==> src/sv/ccl_pkg.sv <==
// Shared types, constants and codes of the controller learn mapper.
package ccl_pkg;

   // Table geometry
   localparam int unsigned CC_COUNT    = 128;
   localparam int unsigned CC_W        = $clog2(CC_COUNT);
   localparam int unsigned BANK_SIZE   = 64;
   localparam int unsigned BANK_W      = $clog2(BANK_SIZE);
   localparam int unsigned PARAM_COUNT = 64;
   localparam int unsigned PARAM_W     = 6;
   localparam int unsigned VALUE_W     = 7;

   // Command codes carried on the request tuser
   typedef enum logic [2:0] {
      CMD_EVENT       = 3'd0,
      CMD_ARM         = 3'd1,
      CMD_CANCEL      = 3'd2,
      CMD_CLEAR_PARAM = 3'd3,
      CMD_CLEAR_ALL   = 3'd4,
      CMD_FLUSH       = 3'd5,
      CMD_QUERY       = 3'd6,
      CMD_RSVD        = 3'd7
   } cmd_type;

   // Sequencer states
   typedef enum logic [2:0] {
      ST_IDLE,
      ST_EXEC,
      ST_SWEEP,
      ST_BIND,
      ST_FIN
   } state_type;

   // One request transaction
   typedef struct packed {
      cmd_type              command;
      logic [CC_W-1:0]      cc_number;
      logic [VALUE_W-1:0]   cc_value;
      logic [PARAM_W-1:0]   param_index;
      logic                 flush_bank;
   } item_type;

   // One response transaction
   typedef struct packed {
      logic                 update_valid;
      logic [PARAM_W-1:0]   update_param;
      logic [VALUE_W-1:0]   update_value;
      logic                 last;
      logic                 learned;
      logic                 armed;
      logic [PARAM_W-1:0]   armed_param;
      logic                 found;
      logic [CC_W-1:0]      found_cc;
   } result_type;

   // Load request from the sequencer into the response register
   typedef struct packed {
      logic                 load;
      result_type           data;
   } rsp_load_type;

endpackage

==> src/sv/midi_cc_learn_mapper.sv <==
// Top level of the controller learn mapper: RAMs, sequencer and response register.
// Sequence: a controller event with nothing armed passes EXEC, BIND and FIN;
// learn sweeps all 128 bindings at one entry a cycle, as do clear param and query.
// A flush sweeps its 64-controller bank, stalling while an update waits for the output.
// Throughput: one transaction at a time; the binding RAM sweep sets the rate.
// Reset: synchronous; valid bits and the armed slot clear at once, no clearing pass.
module midi_cc_learn_mapper (
   input  logic        clock,
   input  logic        reset,
   input  logic        req_tvalid,
   output logic        req_tready,
   // cc_number[6:0], cc_value[13:7], param_index[19:14], flush_bank[20], zero[23:21]
   input  logic [23:0] req_tdata,
   // command[2:0]
   input  logic [2:0]  req_tuser,
   output logic        rsp_tvalid,
   input  logic        rsp_tready,
   // update_param[5:0], update_value[12:6], learned[13], armed[14],
   // armed_param[20:15], found[21], found_cc[28:22], zero[31:29]
   output logic [31:0] rsp_tdata,
   // update_valid[0]
   output logic        rsp_tuser,
   output logic        rsp_tlast
);

   ccl_pkg::item_type                req_item;
   logic [ccl_pkg::CC_W-1:0]         rd_addr;
   logic [ccl_pkg::CC_W-1:0]         wr_addr;
   logic [ccl_pkg::PARAM_W-1:0]      bind_rd;
   logic [ccl_pkg::VALUE_W-1:0]      pend_rd;
   logic                             bind_we;
   logic [ccl_pkg::PARAM_W-1:0]      bind_wdata;
   logic                             pend_we;
   logic [ccl_pkg::VALUE_W-1:0]      pend_wdata;
   logic                             out_free;
   ccl_pkg::rsp_load_type            rsp_load;
   ccl_pkg::result_type              rsp_ff;
   logic                             rsp_vld_ff, rsp_vld_in;

   // Unpack the request transaction
   assign req_item.command     = ccl_pkg::cmd_type'(req_tuser);
   assign req_item.cc_number   = req_tdata[6:0];
   assign req_item.cc_value    = req_tdata[13:7];
   assign req_item.param_index = req_tdata[19:14];
   assign req_item.flush_bank  = req_tdata[20];

   ccl_ram #(
      .WIDTH (ccl_pkg::PARAM_W),
      .DEPTH (ccl_pkg::CC_COUNT)
   ) u_bind_ram (
      .clock   (clock),
      .wr_en   (bind_we),
      .wr_addr (wr_addr),
      .wr_data (bind_wdata),
      .rd_addr (rd_addr),
      .rd_data (bind_rd)
   );

   ccl_ram #(
      .WIDTH (ccl_pkg::VALUE_W),
      .DEPTH (ccl_pkg::CC_COUNT)
   ) u_pend_ram (
      .clock   (clock),
      .wr_en   (pend_we),
      .wr_addr (wr_addr),
      .wr_data (pend_wdata),
      .rd_addr (rd_addr),
      .rd_data (pend_rd)
   );

   ccl_ctrl u_ctrl (
      .clock      (clock),
      .reset      (reset),
      .req_valid  (req_tvalid),
      .req_ready  (req_tready),
      .req_item   (req_item),
      .rd_addr    (rd_addr),
      .bind_rd    (bind_rd),
      .pend_rd    (pend_rd),
      .bind_we    (bind_we),
      .bind_wdata (bind_wdata),
      .pend_we    (pend_we),
      .pend_wdata (pend_wdata),
      .wr_addr    (wr_addr),
      .out_free   (out_free),
      .rsp_load   (rsp_load)
   );

   // Response register: free when empty or being taken
   assign out_free = !rsp_vld_ff || rsp_tready;

   always_comb begin
      rsp_vld_in = rsp_vld_ff;
      if (rsp_load.load) begin
         rsp_vld_in = 1'b1;
      end else if (rsp_tready) begin
         rsp_vld_in = 1'b0;
      end
   end

   always_ff @(posedge clock) begin
      if (reset) begin
         rsp_vld_ff <= 1'b0;
      end else begin
         rsp_vld_ff <= rsp_vld_in;
      end
   end

   always_ff @(posedge clock) begin
      if (rsp_load.load) begin
         rsp_ff <= rsp_load.data;
      end
   end

   // Pack the response transaction
   assign rsp_tvalid = rsp_vld_ff;
   assign rsp_tuser  = rsp_ff.update_valid;
   assign rsp_tlast  = rsp_ff.last;
   assign rsp_tdata  = {3'b000, rsp_ff.found_cc, rsp_ff.found, rsp_ff.armed_param,
                        rsp_ff.armed, rsp_ff.learned, rsp_ff.update_value,
                        rsp_ff.update_param};

endmodule

==> src/sv/ccl_ram.sv <==
// Single-port-write, single-port-read RAM with a registered read.
module ccl_ram #(
   parameter int unsigned WIDTH  = 8,
   parameter int unsigned DEPTH  = 128,
   parameter int unsigned ADDR_W = $clog2(DEPTH)
) (
   input  logic              clock,
   input  logic              wr_en,
   input  logic [ADDR_W-1:0] wr_addr,
   input  logic [WIDTH-1:0]  wr_data,
   input  logic [ADDR_W-1:0] rd_addr,
   output logic [WIDTH-1:0]  rd_data
);

   logic [WIDTH-1:0] mem_ff [DEPTH];
   logic [WIDTH-1:0] rd_data_ff;

   // Write port
   always_ff @(posedge clock) begin
      if (wr_en) begin
         mem_ff[wr_addr] <= wr_data;
      end
   end

   // Read port, registered
   always_ff @(posedge clock) begin
      rd_data_ff <= mem_ff[rd_addr];
   end

   assign rd_data = rd_data_ff;

endmodule

==> src/sv/ccl_ctrl.sv <==
// Sequencer: valid bits, learn state and table sweeps over the binding and pending RAMs.
module ccl_ctrl (
   input  logic                          clock,
   input  logic                          reset,
   input  logic                          req_valid,
   output logic                          req_ready,
   input  ccl_pkg::item_type             req_item,
   output logic [ccl_pkg::CC_W-1:0]      rd_addr,
   input  logic [ccl_pkg::PARAM_W-1:0]   bind_rd,
   input  logic [ccl_pkg::VALUE_W-1:0]   pend_rd,
   output logic                          bind_we,
   output logic [ccl_pkg::PARAM_W-1:0]   bind_wdata,
   output logic                          pend_we,
   output logic [ccl_pkg::VALUE_W-1:0]   pend_wdata,
   output logic [ccl_pkg::CC_W-1:0]      wr_addr,
   input  logic                          out_free,
   output ccl_pkg::rsp_load_type         rsp_load
);

   ccl_pkg::state_type               state_ff, state_in;
   ccl_pkg::item_type                item_ff, item_in;
   logic [ccl_pkg::CC_W-1:0]         idx_ff, idx_in;
   logic [ccl_pkg::CC_W-1:0]         end_ff, end_in;
   logic [ccl_pkg::PARAM_W-1:0]      key_ff, key_in;
   logic [ccl_pkg::CC_COUNT-1:0]     bind_vld_ff, bind_vld_in;
   logic [ccl_pkg::CC_COUNT-1:0]     pend_vld_ff, pend_vld_in;
   logic                             arm_ok_ff, arm_ok_in;
   logic [ccl_pkg::PARAM_W-1:0]      arm_par_ff, arm_par_in;
   logic                             learned_ff, learned_in;
   logic                             found_ff, found_in;
   logic [ccl_pkg::CC_W-1:0]         fcc_ff, fcc_in;
   logic                             hold_vld_ff, hold_vld_in;
   logic [ccl_pkg::PARAM_W-1:0]      hold_par_ff, hold_par_in;
   logic [ccl_pkg::VALUE_W-1:0]      hold_val_ff, hold_val_in;

   logic                             p_ok;
   logic                             hit;
   logic                             flush_emit;
   logic                             sweep_stall;
   logic                             sweep_done;
   logic [ccl_pkg::PARAM_W-1:0]      armed_par_vis;
   logic [ccl_pkg::CC_W-1:0]         bank_start;

   // Decode helpers
   assign p_ok = 32'(item_ff.param_index) < ccl_pkg::PARAM_COUNT;
   assign hit = bind_vld_ff[idx_ff] && (bind_rd == key_ff);
   assign flush_emit = (item_ff.command == ccl_pkg::CMD_FLUSH) &&
                       pend_vld_ff[idx_ff] && bind_vld_ff[idx_ff];
   assign sweep_stall = (state_ff == ccl_pkg::ST_SWEEP) && flush_emit &&
                        hold_vld_ff && !out_free;
   assign sweep_done = !sweep_stall && (idx_ff == end_ff);
   assign armed_par_vis = arm_ok_ff ? arm_par_ff : '0;
   assign bank_start = ccl_pkg::CC_W'(item_ff.flush_bank) << ccl_pkg::BANK_W;

   assign req_ready  = (state_ff == ccl_pkg::ST_IDLE);
   assign rd_addr    = idx_in;
   assign wr_addr    = item_ff.cc_number;
   assign bind_wdata = arm_par_ff;
   assign pend_wdata = item_ff.cc_value;

   // Next state
   always_comb begin
      state_in = state_ff;
      unique case (state_ff)
         ccl_pkg::ST_IDLE: begin
            if (req_valid) begin
               state_in = ccl_pkg::ST_EXEC;
            end
         end
         ccl_pkg::ST_EXEC: begin
            unique case (item_ff.command)
               ccl_pkg::CMD_EVENT: begin
                  state_in = arm_ok_ff ? ccl_pkg::ST_SWEEP : ccl_pkg::ST_BIND;
               end
               ccl_pkg::CMD_CLEAR_PARAM, ccl_pkg::CMD_QUERY: begin
                  state_in = p_ok ? ccl_pkg::ST_SWEEP : ccl_pkg::ST_FIN;
               end
               ccl_pkg::CMD_FLUSH: begin
                  state_in = ccl_pkg::ST_SWEEP;
               end
               default: begin
                  state_in = ccl_pkg::ST_FIN;
               end
            endcase
         end
         ccl_pkg::ST_SWEEP: begin
            if (sweep_done) begin
               state_in = (item_ff.command == ccl_pkg::CMD_EVENT) ?
                          ccl_pkg::ST_BIND : ccl_pkg::ST_FIN;
            end
         end
         ccl_pkg::ST_BIND: begin
            state_in = ccl_pkg::ST_FIN;
         end
         ccl_pkg::ST_FIN: begin
            if (out_free) begin
               state_in = ccl_pkg::ST_IDLE;
            end
         end
         default: begin
            state_in = ccl_pkg::ST_IDLE;
         end
      endcase
   end

   // Datapath, RAM controls and response loads
   always_comb begin
      item_in     = item_ff;
      idx_in      = idx_ff;
      end_in      = end_ff;
      key_in      = key_ff;
      bind_vld_in = bind_vld_ff;
      pend_vld_in = pend_vld_ff;
      arm_ok_in   = arm_ok_ff;
      arm_par_in  = arm_par_ff;
      learned_in  = learned_ff;
      found_in    = found_ff;
      fcc_in      = fcc_ff;
      hold_vld_in = hold_vld_ff;
      hold_par_in = hold_par_ff;
      hold_val_in = hold_val_ff;
      bind_we     = 1'b0;
      pend_we     = 1'b0;
      rsp_load    = '0;
      rsp_load.data.armed       = arm_ok_ff;
      rsp_load.data.armed_param = armed_par_vis;

      unique case (state_ff)
         ccl_pkg::ST_IDLE: begin
            // Capture the transaction and clear per-item flags
            if (req_valid) begin
               item_in    = req_item;
               learned_in = 1'b0;
               found_in   = 1'b0;
               fcc_in     = '0;
            end
         end
         ccl_pkg::ST_EXEC: begin
            unique case (item_ff.command)
               ccl_pkg::CMD_EVENT: begin
                  key_in = arm_par_ff;
                  idx_in = '0;
                  end_in = '1;
               end
               ccl_pkg::CMD_ARM: begin
                  arm_ok_in  = p_ok;
                  arm_par_in = p_ok ? item_ff.param_index : '0;
               end
               ccl_pkg::CMD_CANCEL: begin
                  arm_ok_in  = 1'b0;
                  arm_par_in = '0;
               end
               ccl_pkg::CMD_CLEAR_PARAM, ccl_pkg::CMD_QUERY: begin
                  key_in = item_ff.param_index;
                  idx_in = '0;
                  end_in = '1;
               end
               ccl_pkg::CMD_CLEAR_ALL: begin
                  bind_vld_in = '0;
               end
               ccl_pkg::CMD_FLUSH: begin
                  idx_in = bank_start;
                  end_in = bank_start | ccl_pkg::CC_W'(ccl_pkg::BANK_SIZE - 1);
               end
               default: begin
               end
            endcase
         end
         ccl_pkg::ST_SWEEP: begin
            // Evaluate the entry whose RAM data is present now
            unique case (item_ff.command)
               ccl_pkg::CMD_QUERY: begin
                  if (hit && !found_ff) begin
                     found_in = 1'b1;
                     fcc_in   = idx_ff;
                  end
               end
               ccl_pkg::CMD_FLUSH: begin
                  if (!sweep_stall && pend_vld_ff[idx_ff]) begin
                     pend_vld_in[idx_ff] = 1'b0;
                     if (bind_vld_ff[idx_ff]) begin
                        // Push the held update out, keep the new one back
                        if (hold_vld_ff) begin
                           rsp_load.load              = 1'b1;
                           rsp_load.data.update_valid = 1'b1;
                           rsp_load.data.update_param = hold_par_ff;
                           rsp_load.data.update_value = hold_val_ff;
                        end
                        hold_vld_in = 1'b1;
                        hold_par_in = bind_rd;
                        hold_val_in = pend_rd;
                     end
                  end
               end
               default: begin
                  // Unbind on learn and clear param
                  if (hit) begin
                     bind_vld_in[idx_ff] = 1'b0;
                  end
               end
            endcase
            // Advance unless the response side is full
            if (!sweep_stall) begin
               idx_in = idx_ff + 1'b1;
            end
         end
         ccl_pkg::ST_BIND: begin
            // Bind the armed parameter, then store the value if mapped
            if (arm_ok_ff) begin
               bind_vld_in[item_ff.cc_number] = 1'b1;
               bind_we    = 1'b1;
               arm_ok_in  = 1'b0;
               learned_in = 1'b1;
            end
            if (arm_ok_ff || bind_vld_ff[item_ff.cc_number]) begin
               pend_vld_in[item_ff.cc_number] = 1'b1;
               pend_we = 1'b1;
            end
         end
         ccl_pkg::ST_FIN: begin
            // Send the closing transaction
            if (out_free) begin
               rsp_load.load      = 1'b1;
               rsp_load.data.last = 1'b1;
               if (hold_vld_ff) begin
                  rsp_load.data.update_valid = 1'b1;
                  rsp_load.data.update_param = hold_par_ff;
                  rsp_load.data.update_value = hold_val_ff;
                  hold_vld_in = 1'b0;
               end else begin
                  rsp_load.data.learned  = learned_ff;
                  rsp_load.data.found    = found_ff;
                  rsp_load.data.found_cc = fcc_ff;
               end
            end
         end
         default: begin
         end
      endcase
   end

   // Control registers
   always_ff @(posedge clock) begin
      if (reset) begin
         state_ff    <= ccl_pkg::ST_IDLE;
         bind_vld_ff <= '0;
         pend_vld_ff <= '0;
         arm_ok_ff   <= 1'b0;
         arm_par_ff  <= '0;
         hold_vld_ff <= 1'b0;
         learned_ff  <= 1'b0;
         found_ff    <= 1'b0;
      end else begin
         state_ff    <= state_in;
         bind_vld_ff <= bind_vld_in;
         pend_vld_ff <= pend_vld_in;
         arm_ok_ff   <= arm_ok_in;
         arm_par_ff  <= arm_par_in;
         hold_vld_ff <= hold_vld_in;
         learned_ff  <= learned_in;
         found_ff    <= found_in;
      end
   end

   // Payload registers
   always_ff @(posedge clock) begin
      item_ff     <= item_in;
      idx_ff      <= idx_in;
      end_ff      <= end_in;
      key_ff      <= key_in;
      fcc_ff      <= fcc_in;
      hold_par_ff <= hold_par_in;
      hold_val_ff <= hold_val_in;
   end

`ifndef SYNTHESIS
   a_hold_empty_idle: assert property (@(posedge clock) disable iff (reset)
      state_ff == ccl_pkg::ST_IDLE |-> !hold_vld_ff)
      else $error("held update left over between transactions");

   a_load_when_free: assert property (@(posedge clock) disable iff (reset)
      rsp_load.load |-> out_free)
      else $error("response loaded while output register busy");

   a_learn_disarms: assert property (@(posedge clock) disable iff (reset)
      (state_ff == ccl_pkg::ST_BIND && arm_ok_ff) |=> (!arm_ok_ff && learned_ff))
      else $error("learn did not disarm");

   a_flush_in_bank: assert property (@(posedge clock) disable iff (reset)
      (state_ff == ccl_pkg::ST_SWEEP && item_ff.command == ccl_pkg::CMD_FLUSH)
      |-> (idx_ff[ccl_pkg::CC_W-1] == item_ff.flush_bank))
      else $error("flush sweep left its bank");
`endif

endmodule

==> config.mk <==
export PLATFORM = sky130hd
export DESIGN_NAME = midi_cc_learn_mapper
export DESIGN_NICKNAME = d
export VERILOG_FILES = /design/src/sv/ccl_pkg.sv /design/src/sv/midi_cc_learn_mapper.sv /design/src/sv/ccl_ram.sv /design/src/sv/ccl_ctrl.sv
export SDC_FILE = /design/constraint.sdc
export NUM_CORES = 2
export LEC_CHECK = 0
export ABC_AREA = 1
export BUFFER_PORTS_ARGS = -buffer_cell sky130_fd_sc_hd__buf_2
export CAP_MARGIN = 10
export CORE_MARGIN = 1
export CORE_UTILIZATION = 60
export DETAILED_ROUTE_END_ITERATION = 10
export GPL_TIMING_DRIVEN = 1
export MAX_ROUTING_LAYER = met4
export PLACE_DENSITY = 0.76
export SLEW_MARGIN = 20
export SYNTH_ARGS = -nofsm -noshare
export SYNTH_HDL_FRONTEND = slang
export SYNTH_SLANG_ARGS = --single-unit
==> constraint.sdc <==
create_clock -name clock -period 7.9 [get_ports clock]
set_clock_uncertainty 0.15 [all_clocks]
set_input_delay 1.185 -clock clock [delete_from_list [all_inputs] [get_ports clock]]
set_output_delay 1.185 -clock clock [all_outputs]
set_load 0.05 [all_outputs]
==> impl_metrics.env <==
export IMPL_max_stage_delay_ns=0.84
export IMPL_num_rows=142
export IMPL_clock_fmax_ghz=0.148
export IMPL_fin_setup_tns_ns=0
export IMPL_slew_violations=0
export IMPL_route_detailed_drc=0
export IMPL_overflow=0
export IMPL_status="finished, final reports clean"
export IMPL_clkSinkCount=2036
export IMPL_hp_class="flop to flop"
export IMPL_clock_root_buffer="clkbuf_16"
export IMPL_crit_slowest_cell="buf_4"
export IMPL_dp_cells=10300
export IMPL_yosysWarnings=0
export IMPL_die_w_um=391
export IMPL_path_common_cell="nand3_1"
export IMPL_p_per_area_nw_per_um2=329
export IMPL_core_sq_um=150000
export IMPL_antenna_found_initial=16
export IMPL_worstPathRequired_ns=8.48
export IMPL_yosys_top_cells_area="edfxtp_1 (58%), nand3_1 (10%), nand2_1 (6.8%), dfxtp_1 (6.4%), nand4_1 (5.6%)"
export IMPL_synth_edf_count=1746
export IMPL_synth_cell_types=50
export IMPL_syn_area_per_cell_sq_um=10.3
export IMPL_holdWs_ns=0.317
export IMPL_fillers=11200
export IMPL_wl_per_cell_um=27.9
export IMPL_ys_flop_type="edfxtp_1"
export IMPL_fin_crit_sh_pct=85.4
export IMPL_relSlewSlack_pct=16.3
export IMPL_grt_max_degree=194
export IMPL_worst_path_buf_inv=4
export IMPL_drive_above_1_share_pct=7.52
export IMPL_rsz0062_at_grt="no"
export IMPL_cts_hold_repair_buffers=0
export IMPL_vias=72800
export IMPL_finalSetupViolations=0
export IMPL_timing_worst_setup_path_type="flop to flop"
export IMPL_synthCells=8833
export IMPL_start_util_pct=60.5
export IMPL_final_cells=10700
export IMPL_start_kind="flop"
export IMPL_grt_usage_pct=39.7
export IMPL_die_h_um=391
export IMPL_globalplace_congestion=1.00
export IMPL_cp_top_family="simple AND/OR/NAND/NOR gates"
export IMPL_p_leak_nw=33.8
export IMPL_synth_top_area_share_pct=57.9
export IMPL_drtIter0Drc=13000
export IMPL_cts_tree="done"
export IMPL_grt_pass1_wl_um=437000
export IMPL_synth_ff_latch_count=2036
export IMPL_cts_setup_buffers=0
export IMPL_ctsHtreeMaxLevel=4
export IMPL_end_kind="flop"
export IMPL_arrival_ns=7.33
export IMPL_nets=8558
export IMPL_synth_cells_most_frequent="nand3_1 (1803), edfxtp_1 (1746), nand2_1 (1635), nand4_1 (806), nor2_1 (584)"
export IMPL_drt_first_pass_iters=8
export IMPL_io_pins=67
export IMPL_ant_nets=0
export IMPL_port_buffers=60
export IMPL_yosysSeqAreaShare_pct=64.3
export IMPL_wirelength_um=299000
export IMPL_areaGrowthSynthToFinish_pct=8.91
export IMPL_cts_made_buffers=202
export IMPL_synth_area_sq_um=90600
export IMPL_peakVddDrop_v=0.000275
export IMPL_worstPathMaxFanout=125
export IMPL_async_flop_share_pct=0
export IMPL_tightest_slew_ns=1.26
export IMPL_yosysTopAreaCell="edfxtp_1"
export IMPL_grt_pass1_vias=67500
export IMPL_clock_latency_ns=0.86
export IMPL_period_minus_slack_ns=6.75
export IMPL_drt_vias_per_instance=6.79
export IMPL_dieArea_sq_um=152000
export IMPL_clk_pin_slew_worst_paths_ns=0.06
export IMPL_cts_path_max_buffers=3
export IMPL_hpwl_um=179000
export IMPL_yosysMostFrequentCell="nand3_1"
export IMPL_maxCapViolations=0
export IMPL_cts_resized=0
export IMPL_finalHoldViolations=0
## worst reg2reg max path: stages (launching register included)
cell	delay [ns]
dfxtp_1	0.56
nand2_2	0.34
inv_2	0.78
nand3_1	0.17
nand2_1	0.12
nor2_1	0.06
nor2_1	0.09
nor2_1	0.10
nand2_1	0.10
nand2_1	0.15
nand2_1	0.33
nor2_4	0.11
nand2_2	0.12
nor2_2	0.06
nor2_1	0.23
inv_1	0.11
nand3_4	0.36
buf_12	0.45
buf_4	1.11
nand3_1	0.26
nand3_1	0.15
nand3_1	0.15
nand3_1	0.12
nand3_1	0.21
nand3_1	0.17
nand2_1	0.08
## per-layer routing
layer / routed length, um / global-route usage, % / vias up / part of all wire, %
met3: 41200 / 10.8 / 937 / 14
li1: - / - / 31400 / -
met5: 0 / - / - / 0
met4: 18900 / 22.2 / 0 / 6.3
met2: 130000 / 55.2 / 5541 / 43
met1: 109000 / 52.9 / 35000 / 37
## flip-flops by register name, indices dropped and copies added, names as in the netlist, 3 cells and up
name,cells
rsp_tdata,29
u_ctrl.key_ff,6
u_ctrl.idx_ff,7
u_ctrl.wr_addr,7
u_pend_ram.rd_data,7
u_ctrl.hold_val_ff,7
u_ctrl.state_ff,3
u_ctrl.fcc_ff,7
u_ctrl.pend_vld_ff,128
u_ctrl.pend_wdata,7
u_ctrl.bind_wdata,6
u_bind_ram.mem_ff,768
u_ctrl.hold_par_ff,6
u_ctrl.item_ff,9
u_pend_ram.mem_ff,896
u_bind_ram.rd_data,6
u_ctrl.bind_vld_ff,128
## layout make-up
cell class,count,area [sq um],share of cell area (%)
multi-input cells,5652,27600,28.0
clock inverters,115,1170,1.19
inverters,380,1450,1.47
repair buffers,254,2180,2.21
diodes,15,37.5,0.0381
well taps,2016,2520,2.56
flip-flops and latches,2036,58300,59.1
clock buffers,259,5390,5.47
## metrics by stage
stage	total power [W]	instance area (sq um)	worst slack [ns]	util, %
2_1_floorplan	0.0187	90600	3.43	-
4_1_cts	0.0320	98600	1.50	65.8
5_1_grt	0.0334	98600	1.04	65.9
3_5_place_dp	0.0226	92000	1.53	61.4
3_3_place_gp	0.0224	92000	1.63	61.4
6_report	0.0324	98600	1.15	65.9
## kinds of logic after synthesis
kind of cell / Yosys count / synth area share, %
multiplexers: 6 / 0.0746
adder cells (fa/ha/maj): 1 / 0.0138
XOR/XNOR: 5 / 0.0484
flip-flops: 2036 / 64.3
other: 1 / 0.00414
buffers and inverters: 1147 / 5.39
AND/OR/NAND/NOR: 4860 / 25.0
AO/OA/AOI/OAI: 777 / 5.20
## path summary, 6_finish.rpt
path                                         from                    end  slack [ns]  cells past startpoint
worst max register to register   u_ctrl.idx_ff[2]  u_pend_ram.rd_data[3]        1.15                     25
worst min-delay path            u_ctrl.learned_ff      u_ctrl.learned_ff        0.32                      2
worst min register to register  u_ctrl.learned_ff      u_ctrl.learned_ff        0.32                      2
worst max-delay path             u_ctrl.idx_ff[2]  u_pend_ram.rd_data[3]        1.15                     25
## cells in the final DEF, fill, tap and decap left out, types with 15 or more instances in the layout
master	netlist	layout
a211oi_1	26	26
a21oi_1	244	244
a221oi_1	32	32
a22oi_1	19	19
buf_12	0	34
buf_2	267	59
buf_4	46	160
bufinv_16	0	19
clkbuf_1	392	47
clkbuf_16	0	204
clkinv_1	8	47
clkinv_2	0	37
dfxtp_1	290	283
diode_2	0	15
edfxtp_1	1746	1746
inv_1	360	354
nand2_1	1635	1630
nand3_1	1803	1801
nand4_1	806	806
nor2_1	584	578
o211a_1	33	33
o211ai_1	31	31
o21ai_0	304	303
o21ai_1	18	18
o221a_2	43	43
## report_power, final
group / leakage (nW) / internal (W) / total (W) / switching, W
Clock: 3.19 / 0.00544 / 0.00960 / 0.00416
Sequential: 18.3 / 0.0119 / 0.0122 / 0.000262
Combinational: 12.3 / 0.00271 / 0.0107 / 0.00794
Total: 33.8 / 0.0201 / 0.0324 / 0.0124
Note: power is estimated with default switching activity, not from simulation.
